`config.mk`:
```
export PLATFORM = sky130hd
export DESIGN_NAME = c2dc_ctrl
export DESIGN_NICKNAME = d
export VERILOG_FILES = /design/src/hw/rtl/c2dc_pkg.sv /design/src/hw/rtl/c2dc_ctrl.sv
export SDC_FILE = /design/constraint.sdc
export NUM_CORES = 1
export LEC_CHECK = 0
export BUFFER_PORTS_ARGS = -buffer_cell sky130_fd_sc_hd__buf_2
export CAP_MARGIN = 0
export CORE_MARGIN = 3
export CORE_UTILIZATION = 30
export CTS_CLUSTER_DIAMETER = 30
export CTS_CLUSTER_SIZE = 40
export DETAILED_ROUTE_END_ITERATION = 6
export GPL_TIMING_DRIVEN = 0
export PLACE_DENSITY = 0.56
export SETUP_SLACK_MARGIN = 0.02
export SLEW_MARGIN = 40
export SYNTH_ARGS = -nofsm -noshare
export SYNTH_HDL_FRONTEND = slang
export SYNTH_SLANG_ARGS = --single-unit
```
`constraint.sdc`:
```
create_clock -name i_clk -period 2 [get_ports i_clk]
set_input_delay 0.4 -clock i_clk [delete_from_list [all_inputs] [get_ports i_clk]]
set_output_delay 0.4 -clock i_clk [all_outputs]
set_load 0.1 [all_outputs]
```
`src/hw/rtl/c2dc_pkg.sv`:
```
// shared constants, command codes and controller/datapath interface types
// for the circular 2d convolution block; no dependencies
package c2dc_pkg;

    // input item field widths
    localparam int CMD_W     = 2;
    localparam int COORD_W   = 8;
    localparam int PIX_W     = 8;
    localparam int COEF_W    = 8;
    localparam int OUT_W     = 22;

    // configuration port
    localparam int CFG_IDX_W = 2;
    localparam int CFG_W     = 9;
    localparam int MSZ_W     = 4;

    localparam logic [CFG_IDX_W-1:0] CFG_IMAGE_ROWS = 2'd0;
    localparam logic [CFG_IDX_W-1:0] CFG_IMAGE_COLS = 2'd1;
    localparam logic [CFG_IDX_W-1:0] CFG_MASK_SIDE  = 2'd2;

    localparam logic [CFG_W-1:0] RST_IMAGE_ROWS = 9'd256;
    localparam logic [CFG_W-1:0] RST_IMAGE_COLS = 9'd256;
    localparam logic [MSZ_W-1:0] RST_MASK_SIDE  = 4'd3;

    // command codes
    localparam logic [CMD_W-1:0] CMD_WR_COEF = 2'd0;
    localparam logic [CMD_W-1:0] CMD_WR_PIX  = 2'd1;
    localparam logic [CMD_W-1:0] CMD_COMPUTE = 2'd2;

    // default store sizes
    localparam int DEF_MAX_ROWS = 256;
    localparam int DEF_MAX_COLS = 256;
    localparam int DEF_MAX_MASK = 8;

    typedef struct packed {
        logic wr_coef;    // store coefficient from the accepted item
        logic wr_pix;     // store pixel from the accepted item
        logic mod_start;  // latch row/col and clear the remainders
        logic mod_step;   // one remainder bit step
        logic tap_init;   // load wrapped start position, clear accumulator
        logic tap_issue;  // read one tap and advance the position
        logic load_out;   // copy accumulator into the output register
    } t_dp_cmd;

    typedef struct packed {
        logic last_tap;   // current tap is the last of the mask
        logic pipe_busy;  // taps still in the multiply-accumulate pipe
    } t_dp_status;

endpackage

```
`src/hw/rtl/c2dc_ctrl.sv`:
```
// controller state machine: input/output handshakes and command sequencing
// depends on c2dc_pkg
module c2dc_ctrl
    import c2dc_pkg::*;
(
    input  logic             i_clk,
    input  logic             i_rst_n,
    input  logic             i_in_valid,
    output logic             o_in_ready,
    input  logic [CMD_W-1:0] i_cmd,
    output logic             o_out_valid,
    input  logic             i_out_ready,
    input  t_dp_status       i_status,
    output t_dp_cmd          o_cmd
);

    localparam logic [2:0] S_IDLE   = 3'd0;
    localparam logic [2:0] S_MOD    = 3'd1;
    localparam logic [2:0] S_INIT   = 3'd2;
    localparam logic [2:0] S_RUN    = 3'd3;
    localparam logic [2:0] S_DRAIN  = 3'd4;
    localparam logic [2:0] S_RESULT = 3'd5;

    localparam int CNT_W = (COORD_W > 1) ? $clog2(COORD_W) : 1;

    logic [2:0]       r_state, n_state;
    logic [CNT_W-1:0] r_cnt, n_cnt;
    logic             r_out_valid, n_out_valid;
    logic             in_xfer;

    assign o_in_ready  = (r_state == S_IDLE);
    assign in_xfer     = i_in_valid && o_in_ready;
    assign o_out_valid = r_out_valid;

    always_comb begin
        n_state     = r_state;
        n_cnt       = r_cnt;
        n_out_valid = r_out_valid;
        o_cmd       = '0;
        if (r_out_valid && i_out_ready) begin
            n_out_valid = 1'b0;
        end
        case (r_state)
            S_IDLE: begin
                if (in_xfer) begin
                    o_cmd.wr_coef = (i_cmd == CMD_WR_COEF);
                    o_cmd.wr_pix  = (i_cmd == CMD_WR_PIX);
                    if (i_cmd == CMD_COMPUTE) begin
                        o_cmd.mod_start = 1'b1;
                        n_cnt           = '0;
                        n_state         = S_MOD;
                    end
                end
            end
            S_MOD: begin
                o_cmd.mod_step = 1'b1;
                n_cnt          = r_cnt + 1'b1;
                if (r_cnt == CNT_W'(COORD_W - 1)) begin
                    n_state = S_INIT;
                end
            end
            S_INIT: begin
                o_cmd.tap_init = 1'b1;
                n_state        = S_RUN;
            end
            S_RUN: begin
                o_cmd.tap_issue = 1'b1;
                if (i_status.last_tap) begin
                    n_state = S_DRAIN;
                end
            end
            S_DRAIN: begin
                if (!i_status.pipe_busy) begin
                    n_state = S_RESULT;
                end
            end
            S_RESULT: begin
                // output register free or emptied in this cycle
                if (!r_out_valid || i_out_ready) begin
                    o_cmd.load_out = 1'b1;
                    n_out_valid    = 1'b1;
                    n_state        = S_IDLE;
                end
            end
            default: begin
                n_state = S_IDLE;
            end
        endcase
    end

    always_ff @(posedge i_clk) begin
        if (!i_rst_n) begin
            r_state     <= S_IDLE;
            r_cnt       <= '0;
            r_out_valid <= 1'b0;
        end else begin
            r_state     <= n_state;
            r_cnt       <= n_cnt;
            r_out_valid <= n_out_valid;
        end
    end

endmodule

```
---- Word level (Yosys, flattened, before mapping) ----
Index checks and enable logic that the tools add are counted.
word-level totals
  bits in registers ....................... 7
  input port bits ......................... 8
  output and inout port bits .............. 9
  word-level logic and storage cells ...... 48
operators by class
  add/subtract/negate cells ............... 1
  eq/ne operators ......................... 14
  muxes and demuxes ....................... 21
  reductions and logical operators ........ 9
operators with widths
  kind                 count
  $mux 3               10
  $pmux 3 s6           1
  $eq 3x3->1 const B   3
  $mux 1               9
  $ne 2x2->1 const B   4
  $eq 3x2->1 const B   2
  $pmux 3 s2           1
  $reduce_and 6->1     1
  $ne 2x1->1 const B   2
  $add 3x1->3 const B  1
  $eq 3x1->1 const B   1
  $logic_not 3->1      1
  $reduce_and 3->1     1
  $eq 2x1->1 const B   1
  $eq 2x2->1 const B   1
  $logic_and 1x1->1    2
  $logic_not 2->1      1
  $reduce_bool 2->1    1
  $logic_not 1->1      1
  $logic_or 1x1->1     1

---- Logic depth before layout (Yosys ltp) ----
Gate-level depths: netlist of run 1.
  depth in word-level cells ............... 4
  depth in mapped cells ................... 6
  gate-level depth less buffers ........... 6

---- Worst setup path before layout of run 1 ----
OpenSTA, ideal clock, no wires.
  path type ............................... flip-flop to output port
  from .................................... register r_state[2]
  to ...................................... output o_cmd[6] (netlist name)
  arrival time ............................ 4,662 ps
  required time ........................... 1,600 ps
  slack ................................... -3,062 ps
  cell stages (with the launch flop) ...... 4
  buffers on the path ..................... 1
  cell sequence ........................... dfxtp_1 -> buf_4 -> nor3_2 -> nor4bb_1
RTL lines
  element                   RTL line         RTL
  start: declaration        c2dc_ctrl.sv:26  logic [2:0] r_state, n_state;
  start signal: assignment  c2dc_ctrl.sv:97  r_state <= n_state;
  end: declaration          c2dc_ctrl.sv:14  output t_dp_cmd o_cmd

==> flow_summary.ini, run 1 <==
[layout]
antenna-diode-count = 0
nNetsFinal = 83
layout_common_cells = buf_2, dfxtp_1, clkbuf_4
layout-drive-gt1-share_pct = 41.67
fillers = 136
finalNonFillerCells = 87
syn2layout_area_growth_pct = 41.41
layout_commonest_cell = buf_2

[floorplan]
die_h_um = 44.48
die_area_um2 = 1978
core_area_um2 = 1350
start_util_pct = 32.90
die_x_um = 44.48
row_count = 13
io_pins = 17

[logic_synthesis]
syn_area_per_cell_um2 = 8.542
yosysWarnings = 0
synth_top_family_by_area = simple AND/OR/NAND/NOR gates
syn-cell-area_um2 = 444.2
ys_ff_latch = 7
synth_compound_area_share_pct = 18.31
netlist_instances = 52
synthMuxAreaShare_pct = 4.507
synth_nets = 62
synth_fa_ha_area_share_pct = 5.634
yosys.area_share.simple_pct = 31.55
synthXorXnorAreaFrac_pct = 1.972
ys_seq_area_share_pct = 31.55
synth_cell_types = 25

[place]
gp_congestion = 0.7381
port_buffers = 16
post-place-ws_ns = 0.2135
post-dp-hpwl_um = 828.4
placedCellCount = 83

[job]
drv_cap = 0

[hold_path]
hold_path_end = r_state[2]$_SDFFE_PN0P_
hp-start = i_status[1]
hold_path_class = in2reg
whs_path_depth = 3

[critical_path]
cp_top_family = buffers and inverters
criticalPathCategory = reg2out
cp_slowest_stage_delay_ns = 0.42
cpMostUsedCell = buf_2
worstPathMaxFanout = 10
cp.required_ns = 1.60
path_buf_inv = 2
crit_path_end_kind = primary output
r2r_slack_ns = 0.63
slowest_stage = buf_2
reg2reg_from = r_cnt[0]$_SDFFE_PN0P_
critPathLaunchType = register
path_cells = buf_2, and3_1, buf_2
reg2reg_to = r_state[0]$_SDFFE_PN0P_
worstPathArrival_ns = 1.49
rr_worst_depth = 6

[pwr]
internal_power_mw = 0.4080
p_seq_share_pct = 20.1
peakVddDrop_mv = 0.4983
pwr-share-clk_pct = 14.2
swShare_pct = 55.85
cellPowerDensity_nw_per_um2 = 1471
p_comb_share_pct = 65.6
p_switching_mw = 0.5161
leakage_nw = 0.2943

[run_status]
status = completed

[sta]
hold_viol = 0
fin_crit_ns = 1.892
setup_viol = 0
fin_crit_sh_pct = 94.62
max_clock_freq_mhz = 528.4
rsz0062_at_grt = no
max_slew_margin_pct = 67.67
tightest_slew_ns = 0.4884
fin_ws_ns = 0.1076
finalMaxSlewViolations = 0
skew_ns = 0.003933

[grt]
grt_pass1_wl_mm = 1.718
track_usage_pct = 11.42
grt_antenna_before_repair = 0
grt_max_degree = 11
grt-ovfl-total = 0
grt_pass1_vias = 422

[clock_tree]
cts_tree = built
clkSinkCount = 7
cts_hold_buffers = 0
clock_latency_ns = 0.25
clk_pin_slew_ns = 0.06
cts_buffers = 3
ctsLongestPathBuffers = 2
htree_levels = 1
cts_root_buf = clkbuf_4

[routing]
drcViolationCount = 0
drt_first_pass_iters = 4
routed_wl_mm = 1.069
vias = 457
wl_per_cell_um = 12.29
drt_iter0_drc = 5
drtAntennaViolNets = 0
vias_per_cell = 5.253
==> final cells by class <==
type | count | area (um2) | share of cell area (%)
timing repair buffer | 16 | 100.1 | 15.94
clock buffer | 4 | 26.28 | 4.183
tap | 15 | 18.77 | 2.988
sequential | 7 | 140.1 | 22.31
multi-input combinational | 39 | 310.3 | 49.40
inverter | 3 | 11.26 | 1.793
buffer | 3 | 21.27 | 3.386
==> how the worst max path moves through the flow <==
stage | startpoint | end | depth (start not counted)
3_3_place_gp | r_state[0]$_SDFFE_PN0P_ | o_cmd[3] | 4
4_1_cts | r_state[1]$_SDFFE_PN0P_ | o_cmd[0] | 4
5_1_grt | r_state[1]$_SDFFE_PN0P_ | o_cmd[2] | 3
2_1_floorplan | r_state[2]$_SDFFE_PN0P_ | o_cmd[6] | 3
6_report | r_state[1]$_SDFFE_PN0P_ | o_cmd[2] | 3
3_5_place_dp | r_state[0]$_SDFFE_PN0P_ | o_cmd[3] | 4
==> power by group through the flow <==
stage / registers (mW) / clock network (mW) / logic (mW)
final: 0.186 / 0.132 / 0.606
after global routing: 0.188 / 0.140 / 0.637
after CTS: 0.186 / 0.133 / 0.598
after detailed placement: 0.190 / 0 / 0.589
after floorplan: 0.188 / 0 / 0.506
after global placement: 0.189 / 0 / 0.585
==> flip-flops by register name, indices dropped and copies added (netlist names) <==
signal / flops
r_state: 3
o_out_valid: 1
r_cnt: 3
==> cell usage after synthesis (all sizes together) <==
| cell type | instances | area share [%] |
|---|---|---|
| dfxtp | 7 | 32 |
| nor4 | 1 | 1.4 |
| nand3b | 2 | 3.4 |
| a21oi | 3 | 3.4 |
| a22oi | 2 | 3.4 |
| inv | 3 | 2.5 |
| nand2b | 3 | 4.2 |
| xnor2 | 1 | 2.0 |
| buf | 3 | 3.9 |
| a211o | 1 | 2.0 |
| nand3 | 2 | 2.3 |
| nor3 | 2 | 4.5 |
| a32o | 1 | 2.5 |
| o41ai | 1 | 3.7 |
| o211ai | 1 | 1.7 |
| nor2 | 5 | 4.2 |
| nand2 | 5 | 4.2 |
| mux2i | 2 | 4.5 |
| and3 | 2 | 2.8 |
| ha | 2 | 5.6 |
| nor4bb | 1 | 2.3 |
| and4b | 1 | 2.3 |
| o31ai | 1 | 1.7 |
==> logic make-up after synthesis <==
group           Yosys count
mux                       2
buf+inv                   6
compound gates           10
fa+ha+maj                 2
simple gates             24
xor+xnor                  1
flops                     7
==> through the flow <==
step / power (mW) / utilization [%] / hold WS (ns) / instance area [um2] / setup TNS [ns]
after floorplan: 0.6935 / - / 0.4695 / 483.0 / -3.182
after global placement: 0.7745 / 43.10 / 0.4874 / 581.8 / 0
after detailed placement: 0.7786 / 43.10 / 0.4968 / 581.8 / 0
after CTS: 0.9166 / 45.41 / 0.4082 / 613.1 / 0
after global routing: 0.9654 / 46.52 / 0.4345 / 628.1 / 0
final: 0.9241 / 46.52 / 0.4111 / 628.1 / 0
==> per-layer routing <==
layer  GRT usage (%)  vias up  wire length [um]
li1                -      229                 -
met4           5.422        0                 0
met5               0        -                 0
met2           19.48       20               511
met1           13.35      208               491
met3           2.439        0                66
==> worst reg2reg max path: stages, from the launching register on <==
cell and delay [ns]:
dfxtp_1 0.35, ha_1 0.16, ha_1 0.14, mux2i_1 0.06
a32o_2 0.30, o211ai_1 0.16, o31ai_1 0.09
==> timing repair <==
item | in CTS | in global routing
buffers inserted | 0 | 0
resized for setup | 2 | 5
setup endpoints to repair | 2 | 5
No activity file was read; power rests on OpenSTA's default activity.
==> inputs of run 2 (changes only) <==
CORE_AREA = 3 3 40 42   (was not set)
CORE_MARGIN = not set   (was 3)
CORE_UTILIZATION = not set   (was 30)
DIE_AREA = 0 0 43 45   (was not set)
PLACE_DENSITY = 0.61   (was 0.56)
==> flow_summary.ini, run 2 (same netlist as run 1, synthesis figures left out) <==
[run_status]
status = completed

[floorplan]
core_area_um2 = 1285
row_count = 13
die_h_um = 45
die_x_um = 43
io_pins = 17
die_area_um2 = 1935
start_util_pct = 34.57

[job]
drv_cap = 0

[grt]
grt_max_degree = 11
grt_pass1_wl_mm = 1.856
grt_pass1_vias = 441
track_usage_pct = 12.91
grt_use_met3_pct = 1.195
grt_use_met2_pct = 22.16
met1_usage_pct = 15.18
grt_most_used_layer = met2
grt_antenna_before_repair = 0
grt-ovfl-total = 0

[sta]
max_slew_margin_pct = 67.82
tightest_slew_ns = 0.4861
max_clock_freq_mhz = 527.4
hold_viol = 0
setup_viol = 0
finalMaxSlewViolations = 0
fin_crit_ns = 1.896
fin_crit_sh_pct = 94.81
fin_ws_ns = 0.1039
rsz0062_at_grt = no
skew_ns = 0.001625

[critical_path]
worstPathMaxFanout = 8
cp.required_ns = 1.60
criticalPathCategory = reg2out
worstPathArrival_ns = 1.50
critPathLaunchType = register
crit_path_end_kind = primary output

[layout]
layout_commonest_cell = buf_2
nNetsFinal = 83
fin_area_um2 = 628.1
antenna-diode-count = 0
finalNonFillerCells = 87
layout_common_cells = buf_2, dfxtp_1, clkbuf_4
layout-drive-gt1-share_pct = 41.67
syn2layout_area_growth_pct = 41.41

[clock_tree]
cts_hold_buffers = 0
htree_levels = 1
clkSinkCount = 7
cts_root_buf = clkbuf_4
clk_pin_slew_ns = 0.05
cts_buffers = 3
clock_latency_ns = 0.25
cts_tree = built
post_cts_buffers = 0
ctsLongestPathBuffers = 2

[pwr]
p_comb_share_pct = 65.9
cellPowerDensity_nw_per_um2 = 1484
leakage_nw = 0.2943
total_power_mw = 0.9323
p_seq_share_pct = 19.9
pwr-share-clk_pct = 14.2
internal_power_mw = 0.4082
swShare_pct = 56.21
peakVddDrop_mv = 0.5600
p_switching_mw = 0.5241

[place]
placed_area_um2 = 581.8
placedCellCount = 83
gp_congestion = 0.7393
post-place-ws_ns = 0.2142
port_buffers = 16
post-dp-hpwl_um = 814.9

[routing]
wl_per_cell_um = 12.76
routed_wl_mm = 1.110
drcViolationCount = 0
drt_iter0_drc = 3
vias_per_cell = 5.103
drt_first_pass_iters = 2
vias = 444
drtAntennaViolNets = 0

[hold_path]
hold_path_class = in2reg
-- run 2: cell type report --
class	count	area, um2
tap	15	18.77
multi-input combinational	39	310.3
fill	141	656.9
timing repair buffer	16	100.1
buffer	3	21.27
sequential	7	140.1
clock buffer	4	26.28
inverter	3	11.26
-- run 2: repair_timing --
item | in CTS | in global routing
hold endpoints to repair | 0 | 0
endpoints found under the setup margin | 2 | 5
resized for setup | 2 | 5
-- run 2: power by group through the flow --
stage	logic, mW	registers [mW]	clock network [mW]
2_1_floorplan	0.506	0.188	0
3_3_place_gp	0.584	0.189	0
3_5_place_dp	0.590	0.190	0
4_1_cts	0.605	0.187	0.133
5_1_grt	0.645	0.188	0.143
6_report	0.614	0.186	0.132
-- run 2: critical path: stages, from the launching register on --
cell and delay (ns):
dfxtp_1 0.30, buf_6 0.13, nor3_4 0.17, and4b_1 0.21, buf_2 0.42
-- run 2: metrics by stage --
| stage | TNS (ns) | utilization (%) | hold WS, ns |
|---|---|---|---|
| 2_1_floorplan | -3.182 | - | 0.4695 |
| 3_3_place_gp | 0 | 45.28 | 0.4873 |
| 3_5_place_dp | 0 | 45.28 | 0.4997 |
| 4_1_cts | 0 | 47.71 | 0.4051 |
| 5_1_grt | 0 | 48.88 | 0.4166 |
| 6_report | 0 | 48.88 | 0.4034 |
-- run 2: path summary, 6_finish.rpt --
check                          start                       to  slack, ns  cells after the start
max reg2reg    r_cnt[0]$_SDFFE_PN0P_  r_state[1]$_SDFFE_PN0P_       0.60                      5
min                      i_status[1]  r_state[2]$_SDFFE_PN0P_       0.40                      3
min reg2reg   o_out_valid$_SDFF_PN0_   o_out_valid$_SDFF_PN0_       0.51                      2
max          r_state[2]$_SDFFE_PN0P_                 o_cmd[5]       0.10                      4
-- run 2: layer usage --
| metal | up-vias | part of all wire [%] |
|---|---|---|
| met5 | - | 0 |
| met4 | 0 | 2.2 |
| met3 | 5 | 6.2 |
| met2 | 15 | 46 |
| met1 | 195 | 45 |
| li1 | 229 | - |
==> inputs of run 3 (changes only) <==
CELL_PAD_IN_SITES_DETAIL_PLACEMENT = 0   (was not set)
CELL_PAD_IN_SITES_GLOBAL_PLACEMENT = 1   (was not set)
CORE_AREA = not set   (was 3 3 40 42)
CORE_MARGIN = 3   (was not set)
CORE_UTILIZATION = 34   (was not set)
DIE_AREA = not set   (was 0 0 43 45)
MAX_ROUTING_LAYER = met4   (was not set)
PLACE_DENSITY = 0.8   (was 0.61)
TNS_END_PERCENT = 1   (was not set)
==> flow_summary.ini, run 3 (same netlist as run 1, synthesis figures left out) <==
[place]
port_buffers = 16
post-dp-hpwl_um = 759.5
placed_area_um2 = 573.1
gp_congestion = 0.7442

[critical_path]
worstPathArrival_ns = 1.51
reg2reg_from = r_cnt[0]$_SDFFE_PN0P_
criticalPathCategory = reg2out
r2r_slack_ns = 0.64
worstPathMaxFanout = 10
crit_path_start = r_state[0]$_SDFFE_PN0P_
critPathLaunchType = register
crit_path_end_kind = primary output
cp.required_ns = 1.60

[floorplan]
core_area_um2 = 1171
die_h_um = 42.15
die_x_um = 42.15
die_area_um2 = 1776
start_util_pct = 37.93
row_count = 12
io_pins = 17

[grt]
grt-ovfl-total = 0
grt_antenna_before_repair = 0
grt_pass1_wl_mm = 1.600
track_usage_pct = 12.03
grt_max_degree = 11
grt_pass1_vias = 381

[routing]
drt_iter0_drc = 5
drtAntennaViolNets = 0
drt_first_pass_iters = 4
routed_wl_mm = 1.010
drcViolationCount = 0
vias = 444
wl_per_cell_um = 11.74
vias_per_cell = 5.163

[sta]
setup_viol = 0
finalSetupTns_ns = 0
finalMaxSlewViolations = 0
hold_viol = 0
max_slew_margin_pct = 67.87
tightest_slew_ns = 0.4853
rsz0062_at_grt = no
skew_ns = 0.002768
fin_crit_ns = 1.907
max_clock_freq_mhz = 524.4
fin_crit_sh_pct = 95.35

[clock_tree]
cts_tree = built
ctsLongestPathBuffers = 2
cts_buffers = 3
clk_pin_slew_ns = 0.06
htree_levels = 1
clock_latency_ns = 0.25
post_cts_buffers = 0
cts_root_buf = clkbuf_4
clkSinkCount = 7

[layout]
layout-drive-gt1-share_pct = 40.28
nNetsFinal = 83
multiInputGateArea_um2 = 302.8
layout_commonest_cell = buf_2
fillers = 115
fin_area_um2 = 621.8
layout_common_cells = buf_2, clkbuf_4, dfxtp_1
seq_area_um2 = 140.1
syn2layout_area_growth_pct = 40.00
antenna-diode-count = 0

[run_status]
status = completed

[hold_path]
hp-start = i_status[1]
hold_path_class = in2reg

[pwr]
peakVddDrop_mv = 0.6075
leakage_nw = 0.2936
cellPowerDensity_nw_per_um2 = 1476

[job]
drv_cap = 0
-- run 3: changes by cell type in the layout (fill, tap and decap cells not counted) --
cell | previous run | this run
buf_2 | 13 | 12
clkbuf_4 | 6 | 7
nor2_1 | 4 | 5
nor2_4 | 1 | 0
-- run 3: worst paths after layout --
path | cells past startpoint | to
setup / recovery | 4 | o_cmd[3]
hold / removal | 3 | r_state[2]$_SDFFE_PN0P_
setup reg to reg | 6 | r_state[0]$_SDFFE_PN0P_
hold reg to reg | 2 | r_cnt[1]$_SDFFE_PN0P_
-- run 3: cell type report --
cell class                      instances  area share, %
Tap cell                               14          2.817
Inverter                                3          1.811
Multi-Input combinational cell         39          48.69
Sequential cell                         7          22.54
Buffer                                  3          3.421
Timing Repair Buffer                   16          16.50
Clock buffer                            4          4.225
-- run 3: critical path, cell delays in order (launching register included) --
cell     delay, ns
dfxtp_1       0.37
buf_2         0.24
inv_2         0.08
nor3_2        0.28
buf_6         0.28
-- run 3: metal layers --
metal  track usage (%)  part of all wire [%]  vias up
met5                 -                     0        -
met4             7.453                  0.99        0
met3             3.433                   7.0        2
met2             16.67                    44       17
met1             15.21                    48      194
li1                  -                     -      231
-- run 3: repair_timing --
item                                   4_1_cts  5_1_grt
gates resized for setup                      2        6
setup endpoints to repair                    2        6
endpoints found under the hold margin        0        0
hold buffers                                 0        0
-- run 3: through the flow --
| stage | setup slack (ns) | util, % | instances | power [mW] | hold WS, ns |
|---|---|---|---|---|---|
| global placement | 0.2066 | 48.93 | 82 | 0.7668 | 0.4846 |
| detailed placement | 0.2080 | 48.93 | 82 | 0.7683 | 0.4914 |
| floorplan | -0.8798 | - | 52 | 0.6877 | 0.4695 |
| global route | 0.02502 | 53.10 | 86 | 0.9682 | 0.3858 |
| finish | 0.09306 | 53.10 | 86 | 0.9178 | 0.3939 |
| CTS | 0.05461 | 51.60 | 86 | 0.9105 | 0.3895 |
-- run 3: power by group --
| part | internal, mW | total, mW | switching [mW] |
|---|---|---|---|
| Combinational | 0.168 | 0.599 | 0.430 |
| Clock | 0.0764 | 0.133 | 0.0563 |
| Sequential | 0.165 | 0.187 | 0.0219 |
